[config.mk]
export PLATFORM = sky130hd
export DESIGN_NAME = lattice_coefficient_rejection_sampler_core
export DESIGN_NICKNAME = d
export VERILOG_FILES = /design/src/hw/rtl/lcrs_pkg.sv /design/src/hw/rtl/lcrs_front.sv /design/src/hw/rtl/lcrs_queue.sv /design/src/hw/rtl/lcrs_back.sv /design/src/hw/rtl/lattice_coefficient_rejection_sampler_core.sv
export SDC_FILE = /design/constraint.sdc
export NUM_CORES = 1
export LEC_CHECK = 0
export BUFFER_PORTS_ARGS = -buffer_cell sky130_fd_sc_hd__buf_2
export CAP_MARGIN = 15
export CORE_MARGIN = 4
export CORE_UTILIZATION = 31
export DETAILED_ROUTE_END_ITERATION = 6
export SLEW_MARGIN = 25
export SYNTH_ARGS = -nofsm -noshare
export SYNTH_HDL_FRONTEND = slang
export SYNTH_HIERARCHICAL = 1
export SYNTH_SLANG_ARGS = --single-unit
[constraint.sdc]
create_clock -name clk -period 7.45 [get_ports clk]
set_input_delay 0.745 -clock clk [delete_from_list [all_inputs] [get_ports clk]]
set_output_delay 0.745 -clock clk [all_outputs]
set_load 0.005 [all_outputs]
[src/hw/rtl/lcrs_pkg.sv]
// Package for the lattice coefficient rejection sampler.
// Holds the constants, register indexes, queue entry type and the small-mode table.
// Has no dependencies.
package lcrs_pkg;

    localparam int COEFF_COUNT = 256;

    localparam logic [22:0] WORD_MASK   = 23'h7FFFFF;
    localparam logic [3:0]  NIBBLE_REJ  = 4'd15;

    localparam logic [0:0]  MODE_RESET    = 1'b0;
    localparam logic [23:0] MODULUS_RESET = 24'd8380417;
    localparam logic [8:0]  TARGET_RESET  = 9'd256;

    typedef enum logic [1:0] {
        CFG_MODE    = 2'd0,
        CFG_MODULUS = 2'd1,
        CFG_TARGET  = 2'd2
    } cfg_index_t;

    typedef enum logic {
        MODE_UNIFORM = 1'b0,
        MODE_SMALL   = 1'b1
    } sample_mode_t;

    typedef struct packed {
        logic               pair;
        logic signed [23:0] coef0;
        logic [7:0]         pos0;
        logic               last0;
        logic signed [23:0] coef1;
        logic [7:0]         pos1;
        logic               last1;
    } lcrs_entry_t;

    function automatic logic signed [23:0] small_coef(input logic [3:0] t);
        logic signed [23:0] c;
        unique case (t)
            4'd0, 4'd5, 4'd10:  c = 24'sd2;
            4'd1, 4'd6, 4'd11:  c = 24'sd1;
            4'd2, 4'd7, 4'd12:  c = 24'sd0;
            4'd3, 4'd8, 4'd13:  c = -24'sd1;
            default:            c = -24'sd2;
        endcase
        return c;
    endfunction

endpackage

[src/hw/rtl/lcrs_front.sv]
// Front part of the sampler: configuration registers, byte acceptance and classification.
// An accepted byte yielding coefficients pushes a queue entry of up to two. Uses lcrs_pkg.
module lcrs_front (
    input  logic                 clk,
    input  logic                 rst_n,
    input  logic                 cfg_we,
    input  logic [1:0]           cfg_index,
    input  logic [23:0]          cfg_data,
    input  logic                 in_valid,
    input  logic                 q_full,
    input  logic [7:0]           random_byte,
    input  logic                 start_req,
    input  logic                 buffer_end,
    output logic                 push,
    output lcrs_pkg::lcrs_entry_t push_entry
);
    import lcrs_pkg::*;

    logic        mode_reg;
    logic [23:0] modulus_reg;
    logic [8:0]  target_reg;

    logic [8:0]  count_reg,  count_next;
    logic [1:0]  phase_reg,  phase_next;
    logic [15:0] pw_reg,     pw_next;

    logic        accept;
    logic [8:0]  eff_target;
    logic [8:0]  cnt0, cnt1;
    logic [1:0]  phase0;
    logic [15:0] pw0;
    logic        active;
    logic [22:0] word;
    logic        ok_word, ok_lo, ok_hi;
    logic [3:0]  lo, hi;
    logic [1:0]  n_emit;

    assign accept = in_valid && !q_full;
    assign lo = random_byte[3:0];
    assign hi = random_byte[7:4];

    always_comb
    begin
        eff_target = (target_reg > 9'(COEFF_COUNT)) ? 9'(COEFF_COUNT) : target_reg;
        cnt0   = start_req ? 9'd0 : count_reg;
        phase0 = start_req ? 2'd0 : phase_reg;
        pw0    = start_req ? 16'd0 : pw_reg;
        active = cnt0 < eff_target;
        word   = {random_byte[6:0], pw0} & WORD_MASK;
        ok_word = 1'b0;
        ok_lo   = 1'b0;
        ok_hi   = 1'b0;
        phase_next = phase0;
        pw_next    = pw0;
        n_emit     = 2'd0;
        push_entry = '0;
        if (active)
        begin
            if (mode_reg == MODE_UNIFORM)
            begin
                if (phase0 >= 2'd2)
                begin
                    phase_next = 2'd0;
                    pw_next    = 16'd0;
                    ok_word    = {1'b0, word} < modulus_reg;
                end
                else
                begin
                    if (phase0 == 2'd0)
                    begin
                        pw_next = {pw0[15:8], random_byte};
                    end
                    else
                    begin
                        pw_next = {random_byte, pw0[7:0]};
                    end
                    phase_next = phase0 + 2'd1;
                end
            end
            else
            begin
                ok_lo = lo < NIBBLE_REJ;
            end
        end
        cnt1  = cnt0 + {8'd0, ok_lo};
        ok_hi = active && (mode_reg == MODE_SMALL) && (cnt1 < eff_target) && (hi < NIBBLE_REJ);
        n_emit = {1'b0, ok_word | ok_lo} + {1'b0, ok_hi};

        push_entry.pair  = ok_lo && ok_hi;
        push_entry.pos0  = cnt0[7:0];
        push_entry.last0 = (cnt0 + 9'd1) == eff_target;
        push_entry.pos1  = 8'(cnt0 + 9'd1);
        push_entry.last1 = (cnt0 + 9'd2) == eff_target;
        push_entry.coef1 = small_coef(hi);
        if (ok_word)
        begin
            push_entry.coef0 = {1'b0, word};
        end
        else if (ok_lo)
        begin
            push_entry.coef0 = small_coef(lo);
        end
        else
        begin
            push_entry.coef0 = small_coef(hi);
        end

        count_next = cnt0 + {7'd0, n_emit};
        if (buffer_end)
        begin
            phase_next = 2'd0;
            pw_next    = 16'd0;
        end
    end

    assign push = accept && (n_emit != 2'd0);

    always_ff @(posedge clk or negedge rst_n)
    begin
        if (!rst_n)
        begin
            mode_reg    <= MODE_RESET;
            modulus_reg <= MODULUS_RESET;
            target_reg  <= TARGET_RESET;
            count_reg   <= 9'd0;
            phase_reg   <= 2'd0;
            pw_reg      <= 16'd0;
        end
        else
        begin
            if (cfg_we)
            begin
                unique case (cfg_index)
                    CFG_MODE:    mode_reg    <= cfg_data[0];
                    CFG_MODULUS: modulus_reg <= cfg_data;
                    CFG_TARGET:  target_reg  <= cfg_data[8:0];
                    default:     ;
                endcase
            end
            if (accept)
            begin
                count_reg <= count_next;
                phase_reg <= phase_next;
                pw_reg    <= pw_next;
            end
        end
    end

endmodule

[src/hw/rtl/lcrs_queue.sv]
// Two-entry queue between the front and back parts of the sampler.
// Entries are registers; uses lcrs_pkg for the entry type.
module lcrs_queue (
    input  logic                  clk,
    input  logic                  rst_n,
    input  logic                  push,
    input  lcrs_pkg::lcrs_entry_t push_entry,
    input  logic                  pop,
    output logic                  full,
    output logic                  not_empty,
    output lcrs_pkg::lcrs_entry_t head
);
    import lcrs_pkg::*;

    lcrs_entry_t mem_reg [2];
    logic        wr_ptr_reg;
    logic        rd_ptr_reg;
    logic [1:0]  fill_reg;

    assign full      = fill_reg == 2'd2;
    assign not_empty = fill_reg != 2'd0;
    assign head      = mem_reg[rd_ptr_reg];

    always_ff @(posedge clk)
    begin
        if (push)
        begin
            mem_reg[wr_ptr_reg] <= push_entry;
        end
    end

    always_ff @(posedge clk or negedge rst_n)
    begin
        if (!rst_n)
        begin
            wr_ptr_reg <= 1'b0;
            rd_ptr_reg <= 1'b0;
            fill_reg   <= 2'd0;
        end
        else
        begin
            if (push)
            begin
                wr_ptr_reg <= !wr_ptr_reg;
            end
            if (pop)
            begin
                rd_ptr_reg <= !rd_ptr_reg;
            end
            fill_reg <= fill_reg + {1'b0, push} - {1'b0, pop};
        end
    end

endmodule

[src/hw/rtl/lcrs_back.sv]
// Back part of the sampler: takes queue entries and issues their coefficients one per cycle
// unless the output stalls. Drives the registered output channel. Uses lcrs_pkg.
module lcrs_back (
    input  logic                  clk,
    input  logic                  rst_n,
    input  logic                  not_empty,
    input  lcrs_pkg::lcrs_entry_t head,
    output logic                  pop,
    output logic                  out_valid,
    input  logic                  out_stall,
    output logic signed [23:0]    coefficient,
    output logic [7:0]            position,
    output logic                  last
);
    import lcrs_pkg::*;

    logic               valid_reg;
    logic               sub_reg;
    logic signed [23:0] coef_reg;
    logic [7:0]         pos_reg;
    logic               last_reg;
    logic               load;
    logic               first_half;

    assign load       = not_empty && (!valid_reg || !out_stall);
    assign first_half = head.pair && !sub_reg;
    assign pop        = load && !first_half;

    assign out_valid   = valid_reg;
    assign coefficient = coef_reg;
    assign position    = pos_reg;
    assign last        = last_reg;

    always_ff @(posedge clk)
    begin
        if (load)
        begin
            if (sub_reg)
            begin
                coef_reg <= head.coef1;
                pos_reg  <= head.pos1;
                last_reg <= head.last1;
            end
            else
            begin
                coef_reg <= head.coef0;
                pos_reg  <= head.pos0;
                last_reg <= head.last0;
            end
        end
    end

    always_ff @(posedge clk or negedge rst_n)
    begin
        if (!rst_n)
        begin
            valid_reg <= 1'b0;
            sub_reg   <= 1'b0;
        end
        else
        begin
            if (load)
            begin
                valid_reg <= 1'b1;
                sub_reg   <= first_half;
            end
            else if (!out_stall)
            begin
                valid_reg <= 1'b0;
            end
        end
    end

endmodule

[src/hw/rtl/lattice_coefficient_rejection_sampler_core.sv]
// Top level of the lattice coefficient rejection sampler.
// Instantiates lcrs_front, lcrs_queue and lcrs_back; uses lcrs_pkg.
//
// The input channel takes one random byte per item with its start and buffer-end flags,
// under in_valid and in_stall. The output channel gives one coefficient per item with its
// position and last flag, under out_valid and out_stall. Mode, modulus and target count are
// written through cfg_we, cfg_index and cfg_data; the user is to write them only while the
// block is idle, which the block itself does not enforce. A result goes from its accepted
// byte into a queue entry, then into the output register. Both modes take one byte per
// cycle while the queue is not full. A small-mode byte that yields two coefficients fills
// one queue entry, whose coefficients the output issues one per cycle while not stalled.
// A two-entry queue separates the front from the output register, so bytes keep flowing
// while a result waits; in_stall rises only when that queue is full.
// Reset empties the queue and output, clears the count and partial group, and loads the
// default configuration. A stalled output holds its item until it is taken.
module lattice_coefficient_rejection_sampler_core (
    input  logic               clk,
    input  logic               rst_n,
    input  logic               cfg_we,
    input  logic [1:0]         cfg_index,
    input  logic [23:0]        cfg_data,
    input  logic               in_valid,
    output logic               in_stall,
    input  logic [7:0]         random_byte,
    input  logic               start_req,
    input  logic               buffer_end,
    output logic               out_valid,
    input  logic               out_stall,
    output logic signed [23:0] coefficient,
    output logic [7:0]         position,
    output logic               last
);
    import lcrs_pkg::*;

    logic        push;
    lcrs_entry_t push_entry;
    logic        pop;
    logic        q_full;
    logic        q_not_empty;
    lcrs_entry_t q_head;

    assign in_stall = q_full;

    lcrs_front u_front (
        .clk         (clk),
        .rst_n       (rst_n),
        .cfg_we      (cfg_we),
        .cfg_index   (cfg_index),
        .cfg_data    (cfg_data),
        .in_valid    (in_valid),
        .q_full      (q_full),
        .random_byte (random_byte),
        .start_req   (start_req),
        .buffer_end  (buffer_end),
        .push        (push),
        .push_entry  (push_entry)
    );

    lcrs_queue u_queue (
        .clk        (clk),
        .rst_n      (rst_n),
        .push       (push),
        .push_entry (push_entry),
        .pop        (pop),
        .full       (q_full),
        .not_empty  (q_not_empty),
        .head       (q_head)
    );

    lcrs_back u_back (
        .clk         (clk),
        .rst_n       (rst_n),
        .not_empty   (q_not_empty),
        .head        (q_head),
        .pop         (pop),
        .out_valid   (out_valid),
        .out_stall   (out_stall),
        .coefficient (coefficient),
        .position    (position),
        .last        (last)
    );

endmodule
==> results of run 1 <==
[worst max-delay path by stage]
stage,startpoint,end,cells after the start
finish,u_front/target_reg[8],u_queue/mem_reg[0][32],23
global route,u_front/target_reg[8],u_queue/mem_reg[0][12],23
CTS,u_front/target_reg[8],u_queue/mem_reg[0][24],23
detailed placement,start_req,u_queue/mem_reg[0][24],23
global placement,start_req,u_queue/mem_reg[0][24],23
floorplan,start_req,u_queue/mem_reg[0][0],23
[cells in the mapped netlist (all sizes together), types with 4 or more instances]
library cell / count / area share, %
inv: 58 / 1.8
nand2b: 6 / 0.31
mux4: 6 / 1.1
buf: 40 / 3.0
dfstp: 12 / 2.6
o31ai: 6 / 0.42
nor3: 6 / 0.29
or2: 5 / 0.26
xnor2: 18 / 1.3
a22o: 24 / 1.8
mux2: 137 / 14
edfxtp: 167 / 42
nand4: 8 / 0.42
nand3: 6 / 0.25
nand2: 52 / 1.6
nor2: 25 / 0.79
nor2b: 16 / 0.90
clkbuf: 16 / 0.50
ha: 61 / 6.4
dfrtp: 55 / 12
a21oi: 21 / 0.88
a21o: 6 / 0.39
xor2: 18 / 1.3
o21ai: 9 / 0.38
mux2i: 24 / 2.0
and3: 4 / 0.21
[kinds of logic after synthesis]
| group | count (synthesis) | synth area share [%] |
|---|---|---|
| AO/OA/AOI/OAI | 86 | 5.232 |
| XOR/XNOR | 37 | 2.842 |
| adder cells (fa/ha/maj) | 62 | 6.564 |
| buffers and inverters | 114 | 5.337 |
| flip-flops | 234 | 56.20 |
| multiplexers | 167 | 17.62 |
| AND/OR/NAND/NOR | 146 | 6.207 |
[metrics by stage]
| step | instances | area, um^2 |
|---|---|---|
| after floorplan | 846 | 11940 |
| after global placement | 1394 | 12720 |
| after detailed placement | 1394 | 12720 |
| after CTS | 1441 | 13510 |
| after global routing | 1441 | 13520 |
| final | 1441 | 13520 |
[final cells by class]
class,count,area share [%]
well taps,511,4.730
clock buffers,31,4.952
repair buffers,93,4.082
clock inverters,16,0.8886
flip-flops and latches,234,49.63
inverters,58,1.611
multi-input cells,498,34.11
[power by group through the flow]
stage / Sequential, uW / Clock [uW] / Combinational, uW
floorplan: 1970 / 0 / 1090
global placement: 1990 / 0 / 1460
detailed placement: 2000 / 0 / 1470
CTS: 1970 / 1230 / 1470
global route: 2000 / 1280 / 1580
finish: 1970 / 1180 / 1450
[layer usage]
layer | share of wire (%) | up-vias
met2 | 42 | 137
met5 | 0 | -
met3 | 4.7 | 30
met4 | 2.1 | 0
met1 | 51 | 3320
li1 | - | 3199
==> metrics.md, run 1 <==
| Metric | Value |
|---|---|
| Combinational power share | about a third |
| Root buf cell | clkbuf_16 |
| Via Count | 6,686 |
| Fraction of layout cells with a size suffix above 1 | 32.47% |
| Initial Utilization | 31.53% |
| Register Area | 6709 um^2 |
| Max cap viols | 0 |
| # fillers | 3,734 |
| DIE WIDTH | 204.2 um |
| Crit path max fanout | 35 |
| Clock Path Buffers | 3 |
| Pre-CTS setup slack | just under 1 ns |
| First-pass GRT wire length | about 40,000 um |
| Cells after Synth | 846 |
| Post-synth EDFFs | ~170 |
| Core Area | ~38,000 um^2 |
| Critical path type | flop to flop |
| Status | finished, final reports clean |
| Largest net degree at the start of global routing | between 60 and 70 |
| Final hold slack | 0.3339 ns |
| Layout Utilization | 35.72% |
| Peak supply drop | a little over 0.2 mV |
| Slew margin rel. | just over 30% |
| Final setup fails | 0 |
| Post-detail-place hpwl | 17,700 um |
| Tcrit/Tclk final | between 80% and 90% |
| Yosys reg bits | 234 |
| Sequential Power Share | 42.8% |
| Crit path DAT | 6.42 ns |
| Final hold vios | 0 |
| Total power | 4594 uW |
| NumNets Final | 1,014 |
| FF-to-FF setup slack | 1.26 ns |
| Num ports | 76 |
| Gr ovfl total | 0 |
| LEAKAGE | approximately 0.0057 uW |
| M1 GR Usage | 18.67% |
| Worst path required time | 7.67 ns |
| Post-synth ARST share | 28.63% |
| CTS H-Tree Depth | 1 |
| Hold-fix buffers, CTS | 0 |
| DRT Pass-1 Iters | 5 |
| Most frequent CP cell | ha_1 |
| Final WL | roughly 25,000 um |
| Worst-path cell chain | inv_1, nand2_1, ha_1, nor2b_4, o31ai_2, a31oi_2, or3_2, inv_1, ha_1, nand2_1, xor2_1, nor2_1, ha_1, a21oi_1, o22ai_1, o21a_1, o21ai_0, a21oi_1, or2_2, ha_1, nor2_1, nor2b_4, buf_12 |
| Crit-path max cell delay | 0.66 ns |
| Area of the multi-input gates | 4611 um^2 |
| Crit path setup slack, layout | 1.256 ns |
| Max-slew violation count | 0 |
| Post-CTS Repair Setup Buffers | 0 |
| P_int | 3236 uW |
| Cell family with most CP delay | simple AND/OR/NAND/NOR gates |
| Clock Power Share | between 20% and 30% |
| Clock buffer count from CTS | 26 |
| Global Route met3 Usage | 1.872% |
| Commonest non-fill, non-tap cell in the layout | edfxtp_1 |
| Sw Ratio | 29.55% |
| NetSw | approximately 1400 uW |
| Synth Flop Type | edfxtp_1 |
| Die Y | 204.2 um |
| Met2 usage | approximately 17% |
| CP Launch Type | flop |
| Reg2reg path depth | 23 |
| Final Wtd Congestion | 0.8481 |
| Register area share after synthesis | ~56% |
| N_diodes | 0 |
| Most used routing layer | met1 |
| Initial DRC count | about 400 |
| CTS tree | done |
| GRT Total Usage | 11.92% |
| Layout area overhead | 13.29% |
| Via/cell ratio | 4.640 |
| Worst hold path class | primary input to asynchronous set/reset pin |
| Power Density | 339.8 nW/um^2 |
| Crit path time final | 6.194 ns |
| CTS sink cnt | 234 |
| R2R Path End | u_queue/mem_reg[0][32] |
| Most frequent cells in the layout | edfxtp_1 (167), mux2_2 (88), buf_2 (75) |
| Setup TNS | 0 ns |
| Largest register FFs | around 130 |
| Fin Clk Skew | 0.01485 ns |
| RSZ-0062 raised after global routing | no |
| Avg Inst Size Synth | 14.10 um^2 |
| Fmax | 161.5 MHz |
| Area of the mapped netlist | roughly 12,000 um^2 |
| Vias in the first global route | 6,757 |
| CP Buf/Inv Count | 3 |
| Unique masters post-synth | 62 |
| Initial antenna violation count | 0 |
| Full die area | between 40,000 and 50,000 um^2 |
| Reg-to-Reg Start | u_front/target_reg[8] |
| Worst-margin pin slew | 1.039 ns |
| DRC Markers | 0 |
| CP Capture Type | flop |
| Slowest cell on crit path | dfstp_2 |
| Clock Pin Slew Worst Setup and Hold Paths | 0.06 ns |
| Clk_lat worst skew | 0.53 ns |
| Core Rows | about 70 |
| Routed WL per cell | approximately 18 um |
| Syn_nets | 949 |
| I/O Buffers | 75 |
| PostCTS Resize Cnt | 0 |
| Yosys warning count | 6 |
| Post-DRT Antenna Nets | 0 |
No activity file was read; power rests on OpenSTA's default activity.
==> run 2, diff against run 1 <==
==> constraint.sdc (replaced) <==
create_clock -name clk -period 5.8 [get_ports clk]
set_input_delay 0.58 -clock clk [delete_from_list [all_inputs] [get_ports clk]]
set_output_delay 0.58 -clock clk [all_outputs]
set_load 0.005 [all_outputs]
==> run 2 against run 1 <==
Non-clock buffer count increased by 7. Total power increased by 34%. Sequential share of layout area decreased by 0.80 points. Clock power increased by 50%. Die area unchanged. Maximum frequency increased by 17%. Sequential power increased by 28%. Routed wire length about the same. Via count increased by 0.51%. Design area increased by 1.6%. Critical path type unchanged. Critical endpoint is now u_front/count_reg[6].
==> metrics.md, run 2 (synthesis results as in run 1) <==
| Metric | Value |
|---|---|
| RSZ-0062 raised after global routing | no (unchanged) |
| Num ports | 76 (unchanged) |
| Layout area overhead | 15.15% (was 13.29%) |
| I/O Buffers | 75 (unchanged) |
| GRT Total Usage | 11.96% (was 11.92%) |
| Routed WL per cell | 17.39 um (was 17.52 um) |
| Final WL | 25,240 um (was 25,250 um) |
| Placed Instance Area | 12,780 um^2 (was 12,720 um^2) |
| Tcrit/Tclk final | 91.34% (was 83.13%) |
| Crit-path max cell delay | 0.65 ns (was 0.66 ns) |
| Via/cell ratio | 4.631 (was 4.640) |
| R2R Path End | u_front/count_reg[6] (was u_queue/mem_reg[0][32]) |
| CP Launch Type | flop (unchanged) |
| Slew margin rel. | 31.10% (was 30.75%) |
| Initial antenna violation count | 0 (unchanged) |
| Worst-margin pin slew | 1.033 ns (was 1.039 ns) |
| Final Wtd Congestion | 0.9141 (was 0.8481) |
| Reg2reg path depth | 26 (was 23) |
| Largest register FFs | 134 (unchanged) |
| Core Rows | 71 (unchanged) |
| NumNets Final | 1,022 (was 1,014) |
| Initial Utilization | 31.53% (unchanged) |
| LEAKAGE | 0.005775 uW (was 0.005661 uW) |
| N_diodes | 0 (unchanged) |
| Status | finished, final reports clean (unchanged) |
| Fraction of layout cells with a size suffix above 1 | 34.04% (was 32.47%) |
| Clock Pin Slew Worst Setup and Hold Paths | 0.06 ns (about the same) |
| CTS sink cnt | 234 (unchanged) |
| Post-DRT Antenna Nets | 0 (unchanged) |
| Final Instance Area | 13,740 um^2 (was 13,520 um^2) |
| Root buf cell | clkbuf_16 (unchanged) |
| PostCTS Resize Cnt | 0 (unchanged) |
| DRT Pass-1 Iters | 5 (unchanged) |
| Final hold vios | 0 (unchanged) |
| Post-detail-place hpwl | 17,750 um (was 17,700 um) |
| Final setup fails | 0 (unchanged) |
| Clock Path Buffers | 3 (unchanged) |
| Largest net degree at the start of global routing | 69 (was 68) |
| Vias in the first global route | 6,808 (was 6,757) |
| Hold-fix buffers, CTS | 0 (unchanged) |
| FF-to-FF setup slack | 0.50 ns (was 1.26 ns) |
| Max cap viols | 0 (unchanged) |
| Worst hold path class | primary input to asynchronous set/reset pin (unchanged) |
| Crit path DAT | 5.71 ns (was 6.42 ns) |
| Fmax | 188.8 MHz (was 161.5 MHz) |
| Reg-to-Reg Start | u_front/target_reg[8] (unchanged) |
| # fillers | 3,686 (was 3,734) |
| Clk_lat worst skew | 0.54 ns (was 0.53 ns) |
| Via Count | 6,720 (was 6,686) |
| Core Area | 37,840 um^2 (unchanged) |
| Setup TNS | 0 ns (unchanged) |
| CTS tree | done (unchanged) |
| CTS H-Tree Depth | 1 (unchanged) |
| CP Capture Type | flop (unchanged) |
| Critical path type | flop to flop (unchanged) |
| Post-CTS Repair Setup Buffers | 0 (unchanged) |
| DIE WIDTH | 204.2 um (unchanged) |
| Max-slew violation count | 0 (unchanged) |
| Slowest cell on crit path | dfstp_2 (unchanged) |
| Initial DRC count | 463 (was 401) |
| First-pass GRT wire length | 39,620 um (was 39,520 um) |
| Commonest non-fill, non-tap cell in the layout | edfxtp_1 (unchanged) |
| Crit path max fanout | 11 (was 35) |
| Crit path time final | 5.298 ns (was 6.194 ns) |
| Fin Clk Skew | 0.009786 ns (was 0.01485 ns) |
| Most frequent cells in the layout | edfxtp_1 (167), mux2_2 (88), buf_2 (75) (unchanged) |
| Peak supply drop | 0.2306 mV (was 0.2010 mV) |
| Clock buffer count from CTS | 27 (was 26) |
| Most frequent CP cell | ha_1 (unchanged) |
| Full die area | 41,700 um^2 (unchanged) |
| Die Y | 204.2 um (unchanged) |
| Gr ovfl total | 0 (unchanged) |
| Power Density | 448.5 nW/um^2 (was 339.8 nW/um^2) |
| Worst path required time | 6.21 ns (was 7.67 ns) |
| DRC Markers | 0 (unchanged) |
-- run 2: cell count changes in the layout (fill, tap and decap cells not counted), moves of 2 or more --
cell	previous run	this run
buf_4	14	22
clkbuf_8	0	6
bufinv_16	1	3
clkbuf_16	26	28
clkinv_2	6	4
clkinv_1	5	0
-- run 2: worst max-delay path by stage --
stage                     cells after the start             startpoint  slack, ns                endpoint
after global routing                         26  u_front/target_reg[8]       0.05    u_front/count_reg[6]
after CTS                                    26  u_front/target_reg[8]       0.52    u_front/count_reg[6]
final                                        26  u_front/target_reg[8]       0.50    u_front/count_reg[6]
after global placement                       26              start_req       0.30    u_front/count_reg[6]
after detailed placement                     23              start_req       0.28  u_queue/mem_reg[0][23]
after floorplan                              23              start_req      0.005   u_queue/mem_reg[0][0]
-- run 2: area by class of cell --
type	count	area, um^2	area share [%]
clock buffer	40	805.8	5.864
clock inverter	10	147.6	1.074
inverter	58	220.2	1.603
multi-input combinational	498	4627	33.67
sequential	234	6709	48.83
tap	511	639.4	4.653
timing repair buffer	100	591.8	4.307
-- run 2: where the power goes --
| group | internal [uW] | leakage, uW | switching [uW] |
|---|---|---|---|
| Clock | 1100 | 0.000472 | 672 |
| Combinational | 929 | 0.00292 | 941 |
| Sequential | 2370 | 0.00238 | 149 |
-- run 2: metrics by stage --
step | setup slack, ns | instances | total power, uW | util (%) | hold slack, ns
final | 0.5023 | 1451 | 6162 | 36.31 | 0.1562
after global routing | 0.04872 | 1451 | 6510 | 36.31 | 0.2129
after CTS | 0.5198 | 1451 | 6260 | 36.30 | 0.2481
after detailed placement | 0.2767 | 1401 | 4463 | 33.78 | 0.4825
after global placement | 0.3010 | 1401 | 4432 | 33.77 | 0.4826
after floorplan | 0.004869 | 846 | 3942 | - | 0.2844
-- run 2: critical path: cells and delay by family, from the launching register on --
family,cells,cell delay (ns)
AOI/OAI and AO/OA,9,1.19
xor gates and xnor gates,1,0.16
adders and majority gates,6,1.50
buffers and inverters,2,0.27
DFF,1,0.65
and+or+nand+nor,8,1.41
-- run 2: per-layer routing --
metal  up-vias  global-route usage, %  share of wire, %  wire, um
met3        44                  1.936               4.5      1131
li1       3214                      -                 -         -
met5         -                      0                 0         0
met4         0                  3.302               2.5       637
met1      3321                  18.45                50     12660
met2       141                  17.37                43     10800
==> run 3, diff against run 2 <==
--- a/config.mk
+++ b/config.mk
@@ -7,6 +7,7 @@
 export LEC_CHECK = 0
 export BUFFER_PORTS_ARGS = -buffer_cell sky130_fd_sc_hd__buf_2
 export CAP_MARGIN = 15
+export CORE_ASPECT_RATIO = 1.4
 export CORE_MARGIN = 4
 export CORE_UTILIZATION = 31
 export DETAILED_ROUTE_END_ITERATION = 6
==> run 3 against run 2 <==
Flip-flop and latch count did not move. Via count fell by 0.82%. Largest cell class unchanged. Combinational power fell by 4%. Sequential share of layout area rose by 0.58 points. Die area rose by 0.11%.
==> metrics.md, run 3 (synthesis results as in run 1) <==
| Metric | Value |
|---|---|
| Pre-CTS setup slack | 0.2208 ns (was 0.2767 ns) |
| FF-to-FF setup slack | 0.45 ns (was 0.50 ns) |
| LEAKAGE | 0.005709 uW (was 0.005775 uW) |
| Area of the multi-input gates | 4629 um^2 (was 4627 um^2) |
| Reg2reg path depth | 27 (was 26) |
| Reg-to-Reg Start | u_front/target_reg[8] (unchanged) |
| Critical path type | flop to flop (unchanged) |
| First-pass GRT wire length | 39,190 um (was 39,620 um) |
| Register Area | 6711 um^2 (was 6709 um^2) |
| GRT Total Usage | 11.74% (was 11.96%) |
| CP Launch Type | flop (unchanged) |
| Layout area overhead | 13.84% (was 15.15%) |
| Via/cell ratio | 4.737 (was 4.631) |
| Largest net degree at the start of global routing | 68 (was 69) |
| Crit path time final | 5.353 ns (was 5.298 ns) |
| Critical Path End | u_front/count_reg[5] (was u_front/count_reg[6]) |
| Root buf cell | clkbuf_16 (unchanged) |
| Power Density | 439.7 nW/um^2 (was 448.5 nW/um^2) |
| Initial DRC count | 410 (was 463) |
| Full die area | 41,740 um^2 (was 41,700 um^2) |
| Crit path setup slack, layout | 0.4471 ns (was 0.5023 ns) |
| Clk_lat worst skew | 0.54 ns (about the same) |
| Die Y | 240.1 um (was 204.2 um) |
| Worst path required time | 6.19 ns (was 6.21 ns) |
| DRC Markers | 0 (unchanged) |
| Final Wtd Congestion | 0.9183 (was 0.9141) |
| DP Cell Count | 1,361 (was 1,401) |
| Crit path DAT | 5.75 ns (was 5.71 ns) |
| Vias in the first global route | 6,915 (was 6,808) |
| Layout Utilization | 35.90% (was 36.31%) |
| Post-detail-place hpwl | 17,750 um (about the same) |
| Crit-path max cell delay | 0.64 ns (was 0.65 ns) |
| Fin Clk Skew | 0.02711 ns (was 0.009786 ns) |
| Setup crit start | u_front/target_reg[8] (unchanged) |
| Tcrit/Tclk final | 92.29% (was 91.34%) |
| Clock buffer count from CTS | 24 (was 27) |
| CTS H-Tree Depth | 1 (unchanged) |
| Final hold vios | 0 (unchanged) |
| Fraction of layout cells with a size suffix above 1 | 33.98% (was 34.04%) |
| CTS tree | done (unchanged) |
| Non-Filler Instances | 1,407 (was 1,451) |
| R2R Path End | u_front/count_reg[5] (was u_front/count_reg[6]) |
| Slowest cell on crit path | dfstp_2 (unchanged) |
| Core Rows | 84 (was 71) |
| Routed WL per cell | 17.66 um (was 17.39 um) |
| # fillers | 3,632 (was 3,686) |
| Commonest non-fill, non-tap cell in the layout | edfxtp_1 (unchanged) |
| I/O Buffers | 75 (unchanged) |
| RSZ-0062 raised after global routing | no (unchanged) |
| Gr ovfl total | 0 (unchanged) |
| Hold-fix buffers, CTS | 0 (unchanged) |
| Final WL | 24,850 um (was 25,240 um) |
| Final setup fails | 0 (unchanged) |
| Most frequent cells in the layout | edfxtp_1 (167), mux2_2 (88), buf_2 (75) (unchanged) |
| Fmax | 186.8 MHz (was 188.8 MHz) |
| CTS sink cnt | 234 (unchanged) |
| Num ports | 76 (unchanged) |
| Cell family with most CP delay | simple AND/OR/NAND/NOR gates (was adder cells) |
| Post-DRT Antenna Nets | 0 (unchanged) |
| DRT Pass-1 Iters | 5 (unchanged) |
| CP Capture Type | flop (unchanged) |
| NumNets Final | 1,018 (was 1,022) |
| Initial antenna violation count | 1 (was 0) |
| Clock Pin Slew Worst Setup and Hold Paths | 0.06 ns (about the same) |
| Clock Path Buffers | 3 (unchanged) |
| Max cap viols | 0 (unchanged) |
| Max-slew violation count | 0 (unchanged) |
| Slew margin rel. | 32.88% (was 31.10%) |
| CP Buf/Inv Count | 2 (unchanged) |
| Peak supply drop | 0.1825 mV (was 0.2306 mV) |
| CP Depth | 27 (was 26) |
| Status | finished, final reports clean (unchanged) |
| Crit path max fanout | 11 (unchanged) |
| Via Count | 6,665 (was 6,720) |
| Worst-margin pin slew | 1.007 ns (was 1.033 ns) |
| Initial Utilization | 31.54% (was 31.53%) |
| Core Area | 37,840 um^2 (about the same) |
| Largest register FFs | 134 (unchanged) |
| Setup TNS | 0 ns (unchanged) |
| Worst hold path class | primary input to asynchronous set/reset pin (unchanged) |
| Post-CTS Repair Setup Buffers | 0 (unchanged) |
| DIE WIDTH | 173.8 um (was 204.2 um) |
## run 3: worst min path at each step
stage	end	slack, ns	cells after the start
final	u_front/modulus_reg[9]	0.01	2
after global routing	u_front/modulus_reg[9]	0.02	2
after CTS	u_front/modulus_reg[20]	0.25	2
after detailed placement	u_front/pw_reg[9]	0.49	1
after global placement	u_front/pw_reg[15]	0.49	1
after floorplan	u_back/out_valid	0.28	0
## run 3: through the flow
step | hold WS (ns) | total power [uW] | cell area (um^2)
finish | 0.01323 | 5972 | 13580
global route | 0.02300 | 6324 | 13580
detailed placement | 0.4864 | 4445 | 12720
global placement | 0.4865 | 4419 | 12720
CTS | 0.2503 | 6076 | 13550
floorplan | 0.2844 | 3942 | 11980
## run 3: report_power, final
part / total (uW) / leakage [uW] / switching, uW / internal (uW)
Sequential: 2580 / 0.00238 / 205 / 2370
Combinational: 1790 / 0.00293 / 872 / 923
Clock: 1600 / 0.000403 / 669 / 934
## run 3: cell type report
class	count	area share [%]
timing repair buffer	99	4.421
sequential	234	49.41
tap	473	4.357
multi-input combinational	498	34.08
inverter	58	1.621
clock inverter	16	1.418
clock buffer	28	4.679
antenna	1	0.01842
## run 3: routing by layer
metal | part of all wire (%) | vias up | global-route usage (%)
met3 | 4.5 | 52 | 1.982
met5 | 0 | - | 0
met4 | 3.5 | 0 | 4.874
met1 | 43 | 3245 | 14.59
li1 | - | 3202 | -
met2 | 49 | 166 | 20.35
## run 3: what timing repair did
action / 4_1_cts / 5_1_grt
endpoints found under the setup margin: 0 / 2
resized for setup: 0 / 1
hold endpoints to repair: 0 / 0
## run 3: worst register-to-register path: cells and delay by family (launching register included)
family | cells | cell delay, ns
buf+inv | 2 | 0.24
xor+xnor | 2 | 0.30
fa+ha+maj | 5 | 1.29
flops | 1 | 0.64
compound gates | 9 | 1.33
simple gates | 9 | 1.41
